**config.mk**
```make
export PLATFORM = sky130hd
export DESIGN_NAME = lidar_scan_packet_parser
export DESIGN_NICKNAME = d
export VERILOG_FILES = /design/src/hw/rtl/lsp_pkg.sv /design/src/hw/rtl/lsp_index.sv /design/src/hw/rtl/lsp_parser.sv /design/src/hw/rtl/lidar_scan_packet_parser.sv
export SDC_FILE = /design/constraint.sdc
export NUM_CORES = 1
export LEC_CHECK = 0
export BUFFER_PORTS_ARGS = -buffer_cell sky130_fd_sc_hd__clkbuf_2
export CAP_MARGIN = 20
export CORE_MARGIN = 2
export CORE_UTILIZATION = 29
export DETAILED_ROUTE_END_ITERATION = 7
export SLEW_MARGIN = 5
export SYNTH_ARGS = -nofsm -noshare
export SYNTH_HDL_FRONTEND = slang
export SYNTH_SLANG_ARGS = --single-unit
```
**constraint.sdc**
```tcl
create_clock -name aclk -period 6.7 [get_ports aclk]
set_clock_uncertainty 0.2 [all_clocks]
set_input_delay 1.34 -clock aclk [delete_from_list [all_inputs] [get_ports aclk]]
set_output_delay 1.34 -clock aclk [all_outputs]
set_load 0.005 [all_outputs]
```
**src/hw/rtl/lsp_pkg.sv**
```systemverilog
`default_nettype none
// ----------------------------------------------------------------------------
// lsp_pkg
// Shared constants and types of the lidar scan packet parser.
// ----------------------------------------------------------------------------
package lsp_pkg;

    localparam int SAMPLES_PER_PACKET_DEF = 22;
    localparam int SECTOR_COUNT_DEF       = 16;

    localparam int SECTOR_SPAN = 2250;

    localparam logic [7:0] SYNC_FIRST  = 8'hAA;
    localparam logic [7:0] SYNC_SECOND = 8'h00;
    localparam logic [7:0] MARK_FIRST  = 8'h61;
    localparam logic [7:0] MARK_SECOND = 8'hAD;

    localparam logic [15:0] MIN_DIST_RESET     = 16'd2;
    localparam logic [15:0] INVALID_CODE_RESET = 16'd250;

    localparam int CFG_INDEX_W = 2;
    localparam logic [CFG_INDEX_W-1:0] REG_MIN_DIST     = 2'd0;
    localparam logic [CFG_INDEX_W-1:0] REG_INVALID_CODE = 2'd1;

    localparam logic KIND_SAMPLE = 1'b0;
    localparam logic KIND_PACKET = 1'b1;

    localparam int OUT_TDATA_W = 128;

    typedef struct packed {
        logic               kind;
        logic [31:0]        packet_count;
        logic signed [7:0]  payload_count;
        logic [15:0]        start_angle;
        logic [15:0]        angle_offset;
        logic [7:0]         scan_speed;
        logic [7:0]         version_byte;
        logic [15:0]        range_value;
        logic [7:0]         signal_strength;
        logic               index_valid;
        logic [8:0]         sample_index;
    } result_t;

    typedef struct packed {
        logic [15:0] min_valid_distance;
        logic [15:0] invalid_distance_code;
    } cfg_t;

endpackage
`default_nettype wire

```
**src/hw/rtl/lsp_index.sv**
```systemverilog
`default_nettype none
// ----------------------------------------------------------------------------
// lsp_index
// Maps the start angle and sample number to a sample index and its flag.
// ----------------------------------------------------------------------------
module lsp_index
    import lsp_pkg::*;
#(
    parameter int SAMPLES_PER_PACKET = SAMPLES_PER_PACKET_DEF,
    parameter int SECTOR_COUNT       = SECTOR_COUNT_DEF,
    parameter int K_W                = 5
) (
    input  wire logic [15:0]    start_angle,
    input  wire logic [K_W-1:0] sample_num,
    output logic [8:0]          sample_index,
    output logic                index_valid
);

    localparam logic [16:0] VALID_LIMIT = 17'(SECTOR_COUNT * SECTOR_SPAN);

    logic [3:0] sector;
    logic [9:0] index_wide;

    always_comb begin
        sector = 4'd0;
        for (int i = 1; i < SECTOR_COUNT; i++) begin
            if (start_angle >= 16'(i * SECTOR_SPAN)) begin
                sector = 4'(i);
            end
        end
    end

    assign index_valid  = {1'b0, start_angle} < VALID_LIMIT;
    assign index_wide   = 10'(sector) * 10'(SAMPLES_PER_PACKET) + 10'(sample_num);
    assign sample_index = index_valid ? index_wide[8:0] : 9'd0;

endmodule
`default_nettype wire

```
**src/hw/rtl/lsp_parser.sv**
```systemverilog
`default_nettype none
// ----------------------------------------------------------------------------
// lsp_parser
// Byte-position parser: header fields, sample assembly and packet count.
// ----------------------------------------------------------------------------
module lsp_parser
    import lsp_pkg::*;
#(
    parameter int SAMPLES_PER_PACKET = SAMPLES_PER_PACKET_DEF,
    parameter int SECTOR_COUNT       = SECTOR_COUNT_DEF
) (
    input  wire logic       aclk,
    input  wire logic       aresetn,
    input  wire logic       step,
    input  wire logic [7:0] rx_byte,
    input  wire cfg_t       cfg,
    output logic            emit,
    output result_t         result
);

    localparam int K_W = (SAMPLES_PER_PACKET > 1) ? $clog2(SAMPLES_PER_PACKET) : 1;
    localparam logic [K_W-1:0] LAST_SAMPLE = K_W'(SAMPLES_PER_PACKET - 1);

    localparam logic [3:0] HP_SYNC0    = 4'd0;
    localparam logic [3:0] HP_SYNC1    = 4'd1;
    localparam logic [3:0] HP_ANY      = 4'd2;
    localparam logic [3:0] HP_VERSION  = 4'd3;
    localparam logic [3:0] HP_MARK0    = 4'd4;
    localparam logic [3:0] HP_MARK1    = 4'd5;
    localparam logic [3:0] HP_SKIP     = 4'd6;
    localparam logic [3:0] HP_LENGTH   = 4'd7;
    localparam logic [3:0] HP_SPEED    = 4'd8;
    localparam logic [3:0] HP_OFS_HI   = 4'd9;
    localparam logic [3:0] HP_OFS_LO   = 4'd10;
    localparam logic [3:0] HP_START_HI = 4'd11;
    localparam logic [3:0] HP_START_LO = 4'd12;

    localparam logic [2:0] SP_SIGNAL  = 3'd0;
    localparam logic [2:0] SP_DIST_HI = 3'd1;
    localparam logic [2:0] SP_DIST_LO = 3'd2;
    localparam logic [2:0] SP_LAST    = 3'd5;

    typedef enum logic [1:0] {
        ST_HDR,
        ST_SMP,
        ST_TRL
    } state_t;

    state_t            state_reg, state_next;
    logic [3:0]        hdr_pos_reg, hdr_pos_next;
    logic [2:0]        phase_reg, phase_next;
    logic [K_W-1:0]    num_reg, num_next;
    logic              trl_pos_reg, trl_pos_next;
    logic [7:0]        version_reg, version_next;
    logic [7:0]        speed_reg, speed_next;
    logic [15:0]       offset_reg, offset_next;
    logic [15:0]       start_reg, start_next;
    logic [7:0]        length_reg, length_next;
    logic [7:0]        signal_reg, signal_next;
    logic [7:0]        dist_hi_reg, dist_hi_next;
    logic [31:0]       packets_reg, packets_next;

    logic [8:0]  sample_index;
    logic        index_valid;
    logic [15:0] dist_value;
    logic        emit_sample;
    logic        emit_packet;

    function automatic logic [7:0] length_to_count(input logic [7:0] b);
        logic [7:0]  d;
        logic [15:0] prod;
        d    = b - 8'd5;
        prod = 16'(d) * 16'd171;
        if (b >= 8'd5) begin
            length_to_count = 8'(prod >> 9);
        end else if (b <= 8'd2) begin
            length_to_count = 8'hFF;
        end else begin
            length_to_count = 8'd0;
        end
    endfunction

    lsp_index #(
        .SAMPLES_PER_PACKET(SAMPLES_PER_PACKET),
        .SECTOR_COUNT      (SECTOR_COUNT),
        .K_W               (K_W)
    ) u_index (
        .start_angle (start_reg),
        .sample_num  (num_reg),
        .sample_index(sample_index),
        .index_valid (index_valid)
    );

    assign emit_sample = (state_reg == ST_SMP) && (phase_reg == SP_DIST_LO);
    assign emit_packet = (state_reg == ST_TRL) && trl_pos_reg;
    assign emit        = emit_sample || emit_packet;

    always_comb begin
        dist_value = {dist_hi_reg, rx_byte};
        if (dist_value <= cfg.min_valid_distance) begin
            dist_value = cfg.invalid_distance_code;
        end
    end

    always_comb begin
        result.kind            = emit_packet ? KIND_PACKET : KIND_SAMPLE;
        result.packet_count    = emit_packet ? packets_reg + 32'd1 : packets_reg;
        result.payload_count   = length_reg;
        result.start_angle     = start_reg;
        result.angle_offset    = offset_reg;
        result.scan_speed      = speed_reg;
        result.version_byte    = version_reg;
        result.range_value     = emit_packet ? 16'd0 : dist_value;
        result.signal_strength = emit_packet ? 8'd0 : signal_reg;
        result.index_valid     = emit_packet ? 1'b0 : index_valid;
        result.sample_index    = emit_packet ? 9'd0 : sample_index;
    end

    always_comb begin
        state_next   = state_reg;
        hdr_pos_next = hdr_pos_reg;
        phase_next   = phase_reg;
        num_next     = num_reg;
        trl_pos_next = trl_pos_reg;
        version_next = version_reg;
        speed_next   = speed_reg;
        offset_next  = offset_reg;
        start_next   = start_reg;
        length_next  = length_reg;
        signal_next  = signal_reg;
        dist_hi_next = dist_hi_reg;
        packets_next = packets_reg;
        case (state_reg)
            ST_HDR: begin
                hdr_pos_next = hdr_pos_reg + 4'd1;
                case (hdr_pos_reg)
                    HP_SYNC0: begin
                        if (rx_byte != SYNC_FIRST) hdr_pos_next = HP_SYNC0;
                    end
                    HP_SYNC1: begin
                        if (rx_byte != SYNC_SECOND) hdr_pos_next = HP_SYNC0;
                    end
                    HP_ANY, HP_SKIP: begin
                    end
                    HP_VERSION: version_next = rx_byte;
                    HP_MARK0: begin
                        if (rx_byte != MARK_FIRST) hdr_pos_next = HP_SYNC0;
                    end
                    HP_MARK1: begin
                        if (rx_byte != MARK_SECOND) hdr_pos_next = HP_SYNC0;
                    end
                    HP_LENGTH:   length_next = length_to_count(rx_byte);
                    HP_SPEED:    speed_next = rx_byte;
                    HP_OFS_HI:   offset_next[15:8] = rx_byte;
                    HP_OFS_LO:   offset_next[7:0] = rx_byte;
                    HP_START_HI: start_next[15:8] = rx_byte;
                    HP_START_LO: begin
                        start_next[7:0] = rx_byte;
                        hdr_pos_next    = HP_SYNC0;
                        state_next      = ST_SMP;
                        phase_next      = SP_SIGNAL;
                        num_next        = '0;
                    end
                    default: hdr_pos_next = HP_SYNC0;
                endcase
            end
            ST_SMP: begin
                phase_next = phase_reg + 3'd1;
                if (phase_reg == SP_SIGNAL) signal_next = rx_byte;
                if (phase_reg == SP_DIST_HI) dist_hi_next = rx_byte;
                if (phase_reg >= SP_LAST) begin
                    phase_next = SP_SIGNAL;
                    if (num_reg == LAST_SAMPLE) begin
                        state_next   = ST_TRL;
                        trl_pos_next = 1'b0;
                    end else begin
                        num_next = num_reg + K_W'(1);
                    end
                end
            end
            ST_TRL: begin
                trl_pos_next = 1'b1;
                if (trl_pos_reg) begin
                    packets_next = packets_reg + 32'd1;
                    state_next   = ST_HDR;
                    hdr_pos_next = HP_SYNC0;
                    trl_pos_next = 1'b0;
                end
            end
            default: begin
                state_next   = ST_HDR;
                hdr_pos_next = HP_SYNC0;
            end
        endcase
    end

    always_ff @(posedge aclk) begin
        if (!aresetn) begin
            state_reg   <= ST_HDR;
            hdr_pos_reg <= HP_SYNC0;
            phase_reg   <= SP_SIGNAL;
            num_reg     <= '0;
            trl_pos_reg <= 1'b0;
            version_reg <= 8'd0;
            speed_reg   <= 8'd0;
            offset_reg  <= 16'd0;
            start_reg   <= 16'd0;
            length_reg  <= 8'd0;
            signal_reg  <= 8'd0;
            dist_hi_reg <= 8'd0;
            packets_reg <= 32'd0;
        end else if (step) begin
            state_reg   <= state_next;
            hdr_pos_reg <= hdr_pos_next;
            phase_reg   <= phase_next;
            num_reg     <= num_next;
            trl_pos_reg <= trl_pos_next;
            version_reg <= version_next;
            speed_reg   <= speed_next;
            offset_reg  <= offset_next;
            start_reg   <= start_next;
            length_reg  <= length_next;
            signal_reg  <= signal_next;
            dist_hi_reg <= dist_hi_next;
            packets_reg <= packets_next;
        end
    end

endmodule
`default_nettype wire

```
**src/hw/rtl/lidar_scan_packet_parser.sv**
```systemverilog
`default_nettype none
// ----------------------------------------------------------------------------
// lidar_scan_packet_parser
// Parses a lidar serial byte stream into sample and packet-done requests.
//
//   channel | direction | handshake          | payload
//   s_      | in        | s_tvalid/s_tready  | s_tdata: rx_byte
//   m_      | out       | m_tvalid/m_tready  | m_tdata: result fields, m_tuser: kind
//   cfg_    | in        | cfg_valid/cfg_ready| cfg_index, cfg_data
//
// One byte is taken per cycle unless a result stalls; each result is registered.
// The input register and the result register each hold one request, so one
// byte is still taken while a result waits on m_tready.
// A stalled result holds the parser only on bytes that would emit a result.
// Synchronous reset clears the parser, the counter and both valid flags.
// ----------------------------------------------------------------------------
module lidar_scan_packet_parser
    import lsp_pkg::*;
#(
    parameter int SAMPLES_PER_PACKET = SAMPLES_PER_PACKET_DEF,
    parameter int SECTOR_COUNT       = SECTOR_COUNT_DEF
) (
    input  wire logic                   aclk,
    input  wire logic                   aresetn,
    input  wire logic                   s_tvalid,
    output logic                        s_tready,
    input  wire logic [7:0]             s_tdata,   // [7:0] rx_byte
    output logic                        m_tvalid,
    input  wire logic                   m_tready,
    // [8:0] sample_index, [9] index_valid, [17:10] signal_strength,
    // [33:18] range_value, [41:34] version_byte, [49:42] scan_speed,
    // [65:50] angle_offset, [81:66] start_angle, [89:82] payload_count,
    // [121:90] packet_count, [127:122] zero
    output logic [OUT_TDATA_W-1:0]      m_tdata,
    output logic [0:0]                  m_tuser,   // [0] kind
    input  wire logic                   cfg_valid,
    output logic                        cfg_ready,
    input  wire logic [CFG_INDEX_W-1:0] cfg_index,
    input  wire logic [15:0]            cfg_data
);

    logic       in_valid_reg;
    logic [7:0] in_byte_reg;
    logic       out_valid_reg;
    result_t    out_reg;
    cfg_t       cfg_reg;

    logic    emit;
    result_t result;
    logic    advance;

    assign advance   = in_valid_reg && (!emit || !out_valid_reg || m_tready);
    assign s_tready  = !in_valid_reg || advance;
    assign cfg_ready = 1'b1;

    lsp_parser #(
        .SAMPLES_PER_PACKET(SAMPLES_PER_PACKET),
        .SECTOR_COUNT      (SECTOR_COUNT)
    ) u_parser (
        .aclk   (aclk),
        .aresetn(aresetn),
        .step   (advance),
        .rx_byte(in_byte_reg),
        .cfg    (cfg_reg),
        .emit   (emit),
        .result (result)
    );

    always_ff @(posedge aclk) begin
        if (!aresetn) begin
            in_valid_reg  <= 1'b0;
            out_valid_reg <= 1'b0;
            cfg_reg.min_valid_distance    <= MIN_DIST_RESET;
            cfg_reg.invalid_distance_code <= INVALID_CODE_RESET;
        end else begin
            if (s_tready) begin
                in_valid_reg <= s_tvalid;
            end
            if (advance && emit) begin
                out_valid_reg <= 1'b1;
            end else if (m_tready) begin
                out_valid_reg <= 1'b0;
            end
            if (cfg_valid && cfg_ready) begin
                case (cfg_index)
                    REG_MIN_DIST:     cfg_reg.min_valid_distance <= cfg_data;
                    REG_INVALID_CODE: cfg_reg.invalid_distance_code <= cfg_data;
                    default: begin
                    end
                endcase
            end
        end
        if (s_tready && s_tvalid) begin
            in_byte_reg <= s_tdata;
        end
        if (advance && emit) begin
            out_reg <= result;
        end
    end

    assign m_tvalid = out_valid_reg;
    assign m_tuser  = out_reg.kind;
    assign m_tdata  = {6'd0, out_reg.packet_count, out_reg.payload_count,
                       out_reg.start_angle, out_reg.angle_offset, out_reg.scan_speed,
                       out_reg.version_byte, out_reg.range_value,
                       out_reg.signal_strength, out_reg.index_valid,
                       out_reg.sample_index};

`ifndef SYNTHESIS
    a_stall_means_full: assert property (@(posedge aclk) disable iff (!aresetn)
        !s_tready |-> in_valid_reg)
        else $error("Input stalled with an empty input register.");

    a_held_byte_kept: assert property (@(posedge aclk) disable iff (!aresetn)
        in_valid_reg && emit && out_valid_reg && !m_tready |=>
            in_valid_reg && $stable(in_byte_reg))
        else $error("Byte lost while its result was blocked.");

    a_invalid_index_zero: assert property (@(posedge aclk) disable iff (!aresetn)
        out_valid_reg && !out_reg.index_valid |-> out_reg.sample_index == 9'd0)
        else $error("Invalid sector with a nonzero sample index.");

    a_packet_fields_zero: assert property (@(posedge aclk) disable iff (!aresetn)
        out_valid_reg && out_reg.kind == KIND_PACKET |->
            !out_reg.index_valid && out_reg.range_value == 16'd0
            && out_reg.signal_strength == 8'd0)
        else $error("Packet-done request carries sample fields.");
`endif

endmodule
`default_nettype wire
```
After elaboration in Yosys (flattened, before gate mapping)
Cells that the tools add are included.
{"block": "classes", "add_sub_neg": 6, "n_mul": 2, "order_cmp": 20, "eq_ne": 26, "muxes": 45, "bitwise": 2, "reduce_logical": 39}
{"op": "16-bit by 15-bit greater-or-equal comparator with 1-bit output, second input constant", "n": 7}
{"op": "4-bit two-way mux", "n": 19}
{"op": "16-bit by 14-bit greater-or-equal comparator with 1-bit output, second input constant", "n": 4}
{"op": "3-bit AND reduction", "n": 12}
{"op": "32-bit by 1-bit adder with 32-bit output, second input constant", "n": 1}
{"op": "16-bit by 13-bit greater-or-equal comparator with 1-bit output, second input constant", "n": 2}
{"op": "32-bit two-way mux", "n": 1}
{"op": "4-bit == test, second input constant", "n": 5}
{"op": "4-bit case mux with 5 select lines", "n": 1}
{"op": "4-bit by 3-bit == test with 1-bit output, second input constant", "n": 4}
{"op": "16-bit by 12-bit greater-or-equal comparator with 1-bit output, second input constant", "n": 1}
{"op": "16-bit greater-or-equal comparator, second input constant", "n": 1}
{"op": "16-bit less-or-equal comparator", "n": 1}
{"op": "16-bit less-than comparator, second input constant", "n": 1}
{"op": "8-bit by 8-bit multiplier with 16-bit output, second input constant", "n": 1}
{"op": "16-bit two-way mux", "n": 1}
{"op": "8-bit two-way mux", "n": 2}
{"op": "8-bit != test, second input constant", "n": 2}
{"op": "5-bit two-way mux", "n": 3}
{"op": "4-bit case mux with 3 select lines", "n": 1}
{"op": "5-bit case mux with 2 select lines", "n": 1}
{"op": "5-bit AND reduction", "n": 2}
{"op": "9-bit by 5-bit adder with 9-bit output", "n": 1}
{"op": "4-bit by 2-bit == test with 1-bit output, second input constant", "n": 2}
{"op": "other kinds (36)", "n": 64}
{"block": "totals", "regBits": 284, "in_bits": 31, "out_inout_bits": 132}

Longest topological paths before layout
Gate-level depths: netlist of the first run.
{"block": "logic_depth", "depth_word": 18, "mapped_depth": 19, "depth_no_buf": 18}

Modules after synthesis
Synthesis of the first run repeated with hierarchy kept, for this count alone.
{"block": "unflattened", "hier_cells": 1411, "area_unflattened_um2": 14433.8}
{"module": "lsp_parser", "instances": 1, "cells_per_inst": 947, "area_each_um2": 7785.0, "seq_area_each_um2": 2382.3}
{"module": "lidar_scan_packet_parser", "instances": 1, "cells_per_inst": 282, "area_each_um2": 5371.4, "seq_area_each_um2": 4614.4}
{"module": "lsp_index", "instances": 1, "cells_per_inst": 182, "area_each_um2": 1277.5, "seq_area_each_um2": 0.0}

Worst setup path after synthesis of the first run
No wires, ideal clock.
{"block": "synth_path", "kind": "input-to-reg", "startpoint": "input port m_tready", "endpoint": "register out_reg, in the netlist m_tdata[0], enable pin", "setup_ps": 476, "arrival_ps": 4535, "t_required_ps": 6024, "path_slack_ps": 1489, "stages": 6, "n_path_buf": 1, "path_cell_list": "nand2b_1 o21bai_2 and2_1 buf_2 o21ai_0 inv_1"}
{"block": "synth_via", "elab_chain_cells": 3}
{"element": "start: declaration", "line": "lidar_scan_packet_parser.sv:29", "text": "input wire logic m_tready,"}
{"element": "1-bit logical OR", "line": "lidar_scan_packet_parser.sv:52", "text": "assign advance = in_valid_reg && (!emit || !out_valid_reg || m_tready);"}
{"element": "1-bit logical AND", "line": "lidar_scan_packet_parser.sv:52"}
{"element": "1-bit logical AND", "line": "lidar_scan_packet_parser.sv:96", "text": "if (advance && emit) begin"}
{"element": "end signal: assignment", "line": "lidar_scan_packet_parser.sv:97", "text": "out_reg <= result;"}
{"element": "end: declaration", "line": "lidar_scan_packet_parser.sv:45", "text": "result_t out_reg;"}
No other way between the ends.
A chain may end at the register's enable or synchronous reset.

Worst setup path after layout of the first run
{"block": "layout_path", "startpoint": "register in_byte_reg[0]", "endpoint": "register u_parser.length_reg[6]"}
{"block": "layout_via", "elab_chain_cells": 3}
{"element": "start: declaration", "line": "lidar_scan_packet_parser.sv:43", "text": "logic [7:0] in_byte_reg;"}
{"element": "start signal: assignment", "line": "lidar_scan_packet_parser.sv:94", "text": "in_byte_reg <= s_tdata;"}
{"element": "8-bit by 3-bit subtractor with 8-bit output / 8-bit by 2-bit less-or-equal comparator with 1-bit output (equally long branches)", "line": "lsp_parser.sv:72, lsp_parser.sv:76"}
{"element": "8-bit by 8-bit multiplier with 16-bit output / 8-bit two-way mux (equally long branches)", "line": "lsp_parser.sv:73, lsp_parser.sv:76"}
{"element": "8-bit two-way mux *", "line": "lsp_parser.sv:74", "text": "if (b >= 8'd5) begin"}
{"element": "end signal: assignment", "line": "lsp_parser.sv:222", "text": "length_reg <= length_next;"}
{"element": "end: declaration", "line": "lsp_parser.sv:58", "text": "logic [7:0] length_reg, length_next;"}
Mark *: on every way between the ends. The rest lies on a longest branch, timed or not.

==> results.yml, run 1 <==
status:
  status: "completed"
floorplanning:
  die_y_um: 225
  row_count: 80
  io_pins: 163
  start_util: 0.295
  core_area_um2: 47900
  die-area_um2: 50600
  die_w_um: 225
setup_path:
  cp_cell_sequence: "inv_1, ha_1, nor2b_1, or4_1, xnor2_1, ha_1, fa_1, inv_1, fa_1, inv_1, ha_1, o211ai_1, a21boi_1, a21oi_1, o31ai_1, and4_1, or3_1"
  cp.required_ps: 6950
  regToRegSetupSlack_ps: 1120
  reg2reg_from: "in_byte_reg[0]"
  cp.arrival_ps: 5820
  startpoint: "in_byte_reg[0]"
  critPathSlowestCell: "edfxtp_1"
  slowest_delay_ps: 550
  worst-path-max-fanout: 10
  timing.rr.end: "u_parser.length_reg[6]"
  worst-r2r-cell-count: 17
  cp-start-kind: "flip-flop"
  crit_type: "reg -> reg"
  worstSetupEndpoint: "u_parser.length_reg[6]"
  cp-end-kind: "flip-flop"
final_layout:
  areaGrowthSynthToFinish_pct: 16.2
  largest_reg_flops: 122
  finalNetCount: 1664
  postLayoutCellArea_um2: 16400
  diodes: 0
  n_fill_cell: 4838
  drive_above_1_share: 0.158
placed_design:
  io_buffers: 155
  place_area_um2: 15400
  place.gp.congestion: 0.817
  hpwlAfterDp_mm: 25.0
  pre_cts_ws_ps: 1120
power:
  p_leak_nw: 6.77
  ir_drop_mv: 0.176
  powerDensity_nw_per_um2: 261
sta:
  setup_ws_ps: 1120
  fin_crit_ps: 5580
  tns_ps: 0
  setup_violations: 0
  slew_headroom: 0.364
  finalHoldViolations: 0
  min_period_over_period: 0.832
  rsz0062_at_grt: "false"
  worst_slew_pin_slew_ps: 954
  max_freq_mhz: 179
  slew_violations: 0
global_routing:
  grt_pass1_vias: 10172
  grt.total_usage: 0.138
  grt_pass1_wl_mm: 55.7
  grt.overflow.total: 0
  antenna_found_initial: 0
  grt_max_degree: 88
cts:
  cts_tree: "yes"
  clk_pin_slew_ps: 60
  ctsResizeCount: 0
  cts_hold_repair.buffers: 0
  cts_buffer_depth: 3
  cts_buffers: 31
  clock-sinks: 284
  cts-root-buf: "clkbuf_16"
  clock_latency_ps: 570
  post-cts-setup-buffer-count: 0
  htreeDepth: 1
logic_synthesis:
  syn_avg_cell_area_um2: 9.98
  yosysTopAreaCell: "edfxtp_1"
  yosysMostFrequentCell: "nand2_1"
  synth_common_cells: "nand2_1 (197), dfxtp_1 (153), edfxtp_1 (131)"
  synthArstFlopShare: 0
  ys_top_cells_by_area: "edfxtp_1 (28%), dfxtp_1 (22%), ha_1 (7.8%)"
  synthMuxAreaShare: 0.0311
  yosys_register_bits: 284
  yosys_warnings: 0
  synth_ff_type: "dfxtp_1"
  yosysTopAreaCellShare: 0.278
  synth_compound_area_frac: 0.0944
  synth_cells: 1417
  synth_edf_count: 131
  synth_fa_ha_area_frac: 0.0977
  synth_xor_area_frac: 0.0489
  yosysSeqAreaShare: 0.495
  synthesis.area_um2: 14100
  yosys.area_share.simple: 0.181
  ys_types: 87
  synth_top_family_by_area: "simple AND/OR/NAND/NOR gates"
min_path:
  worstHoldPathType: "reg -> reg"
run:
  cap_violations: 0
detailed_routing:
  route.detailed.drc: 0
  via_per_inst: 4.82
  wirelength_mm: 34.9
  dr.pass1.iters: 5
  drt_iter0_drc: 701
  postRouteAntennaNets: 0
  via_count: 10449
  wire_per_inst_um: 16.1
report_power, final:
group | switching, mW | leakage, nW | total [mW] | internal, mW
sequential | 0.0205 | 2.54 | 1.83 | 1.81
clock | 0.718 | 0.515 | 1.76 | 1.04
combinational | 0.393 | 3.71 | 0.687 | 0.294
total | 1.13 | 6.77 | 4.28 | 3.15
critical path, delay by kind of cell, from the launching register on:
family                     cells  cell delay [ps]
xor gates and xnor gates       1              460
and+or+nand+nor                4             1050
DFF                            1              550
buffers and inverters          3              420
AOI/OAI and AO/OA              4              880
adders and majority gates      5             1900
logic make-up after synthesis:
group	Yosys count
AOI/OAI and AO/OA	209
DFF	284
and+or+nand+nor	526
muxes	44
adders and majority gates	102
xor gates and xnor gates	79
other	2
buffers and inverters	171
layout make-up:
type                    instances  area (um^2)  share of cell area
flip-flops and latches        284         7000               0.426
multi-input cells             967         6440               0.392
repair buffers                163          848              0.0516
clock buffers                  37          830              0.0505
well taps                     615          769              0.0468
inverters                      84          320              0.0195
clock inverters                20          225              0.0137
per-layer routing:
metal,vias to the layer above,part of all wire,track usage
met4,0,0.017,0.0355
met2,276,0.47,0.226
met5,-,0,0
li1,5156,-,-
met3,47,0.058,0.0231
met1,4970,0.45,0.187
cell usage in the layout (no fill, tap or decap), types with 8 or more instances in the layout:
master     Yosys  final
a21o_1         8      8
a21oi_1      106    106
and3_1         9      9
and4_1         9      9
clkbuf_16      0     32
clkbuf_2       0    155
dfxtp_1      153    153
edfxtp_1     131    131
fa_1          14     14
ha_1          88     88
inv_1         82     80
mux2i_1       44     44
nand2_1      197    197
nand3_1       64     64
nand4_1       23     23
nor2_1       130    130
nor2b_1       17     17
nor3_1        14     14
o211ai_1       9      9
o21ai_0       13     13
or3_1          8      8
xnor2_1       44     44
xor2_1        35     35
per-stage QoR:
step / total power, mW / utilization / hold slack (ps) / instances
2_1_floorplan: 2.40 / - / 203 / 1422
3_3_place_gp: 2.54 / 0.321 / 220 / 2113
3_5_place_dp: 2.56 / 0.321 / 221 / 2113
4_1_cts: 4.35 / 0.343 / 236 / 2170
5_1_grt: 4.52 / 0.343 / 248 / 2170
6_report: 4.28 / 0.343 / 232 / 2170
worst min-delay path by stage:
| stage | from | to | depth (start not counted) |
|---|---|---|---|
| final | u_parser.speed_reg[7] | m_tdata[49] | 0 |
| after CTS | u_parser.offset_reg[4] | m_tdata[54] | 0 |
| after detailed placement | u_parser.speed_reg[7] | m_tdata[49] | 0 |
| after global routing | u_parser.offset_reg[10] | m_tdata[60] | 0 |
| after global placement | u_parser.speed_reg[7] | m_tdata[49] | 0 |
| after floorplan | u_parser.start_reg[1] | m_tdata[67] | 0 |
Power figures use the tool's default switching activity.
==> inputs of run 2 (changes only) <==
==> constraint.sdc (replaced) <==
create_clock -name aclk -period 5.05 [get_ports aclk]
set_clock_uncertainty 0.2 [all_clocks]
set_input_delay 1.01 -clock aclk [delete_from_list [all_inputs] [get_ports aclk]]
set_output_delay 1.01 -clock aclk [all_outputs]
set_load 0.005 [all_outputs]
==> results.yml, run 2 (synthesis gave the netlist of run 1 again) <==
setup_path:
  worst-path-max-fanout: 6
  cp-start-kind: "flip-flop"
  cp-end-kind: "flip-flop"
  cp.required_ps: 5260
  crit_type: "reg -> reg"
  cp.arrival_ps: 5070
cts:
  cts_tree: "yes"
  htreeDepth: 2
  cts_buffer_depth: 3
  clock_latency_ps: 530
  clock-sinks: 284
  cts_buffers: 34
  cts_hold_repair.buffers: 0
  cts-root-buf: "clkbuf_16"
  clk_pin_slew_ps: 60
sta:
  worst_slew_pin_slew_ps: 965
  min_period_over_period: 0.963
  setup_violations: 0
  rsz0062_at_grt: "false"
  slew_violations: 0
  setup_ws_ps: 188
  tns_ps: 0
  finalHoldViolations: 0
  fin_crit_ps: 4860
  slew_headroom: 0.357
  max_freq_mhz: 206
detailed_routing:
  wirelength_mm: 35.2
  via_per_inst: 4.75
  route.detailed.drc: 0
  postRouteAntennaNets: 0
  dr.pass1.iters: 5
  via_count: 10479
  wire_per_inst_um: 16.0
  drt_iter0_drc: 613
final_layout:
  final_common_cell: "nand2_1"
  most-common-layout-cells: "nand2_1 (197), clkbuf_2 (155), dfxtp_1 (153)"
  largest_reg_flops: 122
  drive_above_1_share: 0.181
  areaGrowthSynthToFinish_pct: 19.9
  finalNetCount: 1697
  diodes: 0
power:
  powerDensity_nw_per_um2: 370
  p_leak_nw: 7.05
  power.total_mw: 6.28
  ir_drop_mv: 0.183
floorplanning:
  core_area_um2: 47900
  start_util: 0.295
  die_y_um: 225
  io_pins: 163
  die-area_um2: 50600
  row_count: 80
  die_w_um: 225
global_routing:
  top_usage_layer: "met2"
  grt.total_usage: 0.138
  antenna_found_initial: 0
  grtUsageMet2: 0.220
  grt_pass1_wl_mm: 55.4
  grt_pass1_vias: 10121
  grt.overflow.total: 0
  use_met3: 0.0247
  grt_max_degree: 88
  use_met1: 0.187
placed_design:
  hpwlAfterDp_mm: 25.2
  pre_cts_ws_ps: 93.9
  place.gp.congestion: 0.826
  io_buffers: 155
min_path:
  worstHoldPathType: "reg -> reg"
run:
  cap_violations: 0
status:
  status: "completed"
-- run 2: cell count changes in the layout (fill, tap and decap cells not counted), moves of 3 or more --
cell	before	now
clkbuf_8	1	4
clkbuf_16	32	40
clkinv_4	4	1
buf_4	7	37
clkinv_2	6	3
-- run 2: final cells by class --
type / instances / area [um^2]
well taps: 615 / 769
inverters: 84 / 320
repair buffers: 193 / 1070
clock inverters: 12 / 216
multi-input cells: 967 / 6500
flip-flops and latches: 284 / 7000
fillers: 4762 / 31000
clock buffers: 50 / 1080
-- run 2: path summary, 6_finish.rpt --
| path | startpoint | to | slack (ps) | cells after the start |
|---|---|---|---|---|
| worst min register to register | u_parser.offset_reg[0] | m_tdata[50] | 230 | 0 |
| worst max register to register | in_byte_reg[1] | u_parser.length_reg[6] | 190 | 16 |
| worst min-delay path | u_parser.offset_reg[0] | m_tdata[50] | 230 | 0 |
| worst max-delay path | in_byte_reg[1] | u_parser.length_reg[6] | 190 | 16 |
-- run 2: timing repair --
item	4_1_cts	5_1_grt
buffers inserted	0	1
gates resized for setup	0	12
endpoints found under the setup margin	0	2
-- run 2: stage by stage --
| stage | area [um^2] | utilization | hold WS [ps] | cells |
|---|---|---|---|---|
| 6_report | 17000 | 0.354 | 234 | 2205 |
| 5_1_grt | 17000 | 0.354 | 245 | 2205 |
| 4_1_cts | 16900 | 0.352 | 237 | 2204 |
| 3_5_place_dp | 15600 | 0.325 | 217 | 2142 |
| 3_3_place_gp | 15600 | 0.325 | 216 | 2142 |
| 2_1_floorplan | 14200 | - | 203 | 1422 |
-- run 2: power breakdown --
part / total (mW) / internal (mW) / switching, mW / leakage (nW)
registers: 2.42 / 2.41 / 0.0153 / 2.54
logic: 1.09 / 0.477 / 0.614 / 3.88
clock network: 2.76 / 1.79 / 0.969 / 0.636
-- run 2: per-layer routing --
metal | part of all wire | wire length, um
met5 | 0 | 0
met4 | 0.026 | 904
met3 | 0.052 | 1820
met2 | 0.46 | 16200
met1 | 0.46 | 16300
-- run 2: critical path, cell delays in order (launching register included) --
cell and delay, ps:
edfxtp_1 490, inv_1 150, ha_1 220, nor2b_1 80, or4_1 450, xnor2_2 170
buf_4 160, ha_1 300, fa_1 480, fa_1 510, ha_1 300, o211ai_1 120
a21boi_2 260, a21oi_4 110, o31ai_4 290, nor2_1 70, or3_1 370
==> inputs of run 3 (changes only) <==
==> constraint.sdc (replaced) <==
create_clock -name aclk -period 5.9 [get_ports aclk]
set_clock_uncertainty 0.2 [all_clocks]
set_input_delay 1.18 -clock aclk [delete_from_list [all_inputs] [get_ports aclk]]
set_output_delay 1.18 -clock aclk [all_outputs]
set_load 0.005 [all_outputs]
==> results.yml, run 3 (synthesis gave the netlist of run 1 again) <==
cts:
  ctsResizeCount: 0
  cts_buffer_depth: 3
  cts_tree: "yes"
  clock_latency_ps: 530
  post-cts-setup-buffer-count: 0
  clock-sinks: 284
  clk_pin_slew_ps: 60
  cts-root-buf: "clkbuf_16"
  cts_buffers: 35
  cts_hold_repair.buffers: 0
  htreeDepth: 2
setup_path:
  slowest_delay_ps: 560
  critPathSlowestCell: "edfxtp_1"
  cp.required_ps: 6120
  cp.arrival_ps: 5690
  cp_num_buf_inv: 3
  crit_family: "adder cells"
  worst-path-max-fanout: 10
  worstSetupPathDepth: 17
  cp_cell_sequence: "inv_1, ha_1, nor2b_1, or4_1, xnor2_1, ha_1, fa_1, inv_1, fa_1, inv_1, ha_1, nor4_1, o21ai_1, a21oi_1, o31ai_1, and4_1, or3_1"
  cp-end-kind: "flip-flop"
  crit_type: "reg -> reg"
  worst-r2r-cell-count: 17
  cp-start-kind: "flip-flop"
sta:
  slew_headroom: 0.396
  worst_slew_pin_slew_ps: 906
  tns_ps: 0
  finalHoldViolations: 0
  slew_violations: 0
  rsz0062_at_grt: "false"
  min_period_over_period: 0.928
  max_freq_mhz: 183
  fin_crit_ps: 5480
  setup_ws_ps: 422
  setup_violations: 0
  worst_hold_slack_ps: 229
floorplanning:
  start_util: 0.295
  row_count: 80
  die_y_um: 225
  core_area_um2: 47900
  die_w_um: 225
  io_pins: 163
  die-area_um2: 50600
global_routing:
  grt.total_usage: 0.139
  grt_pass1_vias: 10005
  grt_max_degree: 79
  grt_pass1_wl_mm: 55.4
  antenna_found_initial: 0
  grt.overflow.total: 0
detailed_routing:
  via_count: 10554
  via_per_inst: 4.84
  route.detailed.drc: 0
  wire_per_inst_um: 16.3
  postRouteAntennaNets: 0
  wirelength_mm: 35.6
  drt_iter0_drc: 716
  dr.pass1.iters: 5
power:
  p_leak_nw: 6.86
  powerDensity_nw_per_um2: 303
  seqPwrFrac: 0.413
  power.total_mw: 5.04
  p_switching_mw: 1.31
  sw_frac_of_total: 0.259
  p_int_mw: 3.73
  combPwrFrac: 0.155
  ir_drop_mv: 0.163
  clockPowerShare: 0.431
placed_design:
  place.gp.congestion: 0.806
  hpwlAfterDp_mm: 25.3
  io_buffers: 155
  placed_cells: 2119
  pre_cts_ws_ps: 464
final_layout:
  most-common-layout-cells: "nand2_1 (197), clkbuf_2 (155), dfxtp_1 (153)"
  final_common_cell: "nand2_1"
  finalNetCount: 1674
  drive_above_1_share: 0.163
  fin_cells: 2182
  diodes: 0
  areaGrowthSynthToFinish_pct: 17.4
  largest_reg_flops: 122
status:
  status: "completed"
min_path:
  min_delay_path_depth: 0
  worstHoldPathType: "reg -> reg"
run:
  cap_violations: 0
[run 3: cell types whose count changed in the layout (fill, tap and decap cells not counted), sizes merged]
| cell | before | now |
|---|---|---|
| bufinv | 6 | 1 |
| clkinvlp | 0 | 1 |
| buf | 38 | 14 |
| clkinv | 5 | 4 |
| clkbuf | 205 | 210 |
| inv | 85 | 86 |
[run 3: power by group through the flow]
stage | logic, mW | clock network, mW | registers (mW)
after floorplan | 0.615 | 0 | 2.11
after global routing | 0.905 | 2.31 | 2.08
after global placement | 0.764 | 0 | 2.12
final | 0.783 | 2.17 | 2.08
after CTS | 0.787 | 2.24 | 2.08
after detailed placement | 0.781 | 0 | 2.12
[run 3: per-layer routing]
| metal | GRT usage | share of wire | wire, um |
|---|---|---|---|
| met5 | 0 | 0 | 0 |
| met4 | 0.0444 | 0.022 | 779 |
| met3 | 0.0281 | 0.066 | 2350 |
| met2 | 0.219 | 0.46 | 16300 |
| met1 | 0.190 | 0.45 | 16200 |
[run 3: path summary, 6_finish.rpt]
| kind | from | end | slack [ps] |
|---|---|---|---|
| min | u_parser.offset_reg[6] | m_tdata[56] | 230 |
| min reg2reg | u_parser.offset_reg[6] | m_tdata[56] | 230 |
| max | in_byte_reg[0] | u_parser.length_reg[6] | 420 |
| max reg2reg | in_byte_reg[0] | u_parser.length_reg[6] | 420 |
[run 3: cell type report]
| class | count | area [um^2] |
|---|---|---|
| fillers | 4810 | 31300 |
| flip-flops and latches | 284 | 7000 |
| multi-input cells | 967 | 6440 |
| clock buffers | 55 | 1100 |
| repair buffers | 169 | 893 |
| well taps | 615 | 769 |
| inverters | 84 | 320 |
| clock inverters | 8 | 82.6 |
[run 3: worst register-to-register path: cells and delay by family, from the launching register on]
| family | cells | cell delay [ps] |
|---|---|---|
| AOI/OAI and AO/OA | 3 | 680 |
| and+or+nand+nor | 5 | 1270 |
| xor gates and xnor gates | 1 | 380 |
| DFF | 1 | 560 |
| adders and majority gates | 5 | 1820 |
| buffers and inverters | 3 | 450 |
[run 3: through the flow]
stage                util  area (um^2)
floorplan               -        14200
global placement    0.322        15400
detailed placement  0.322        15400
CTS                 0.346        16600
global route        0.346        16600
finish              0.346        16600
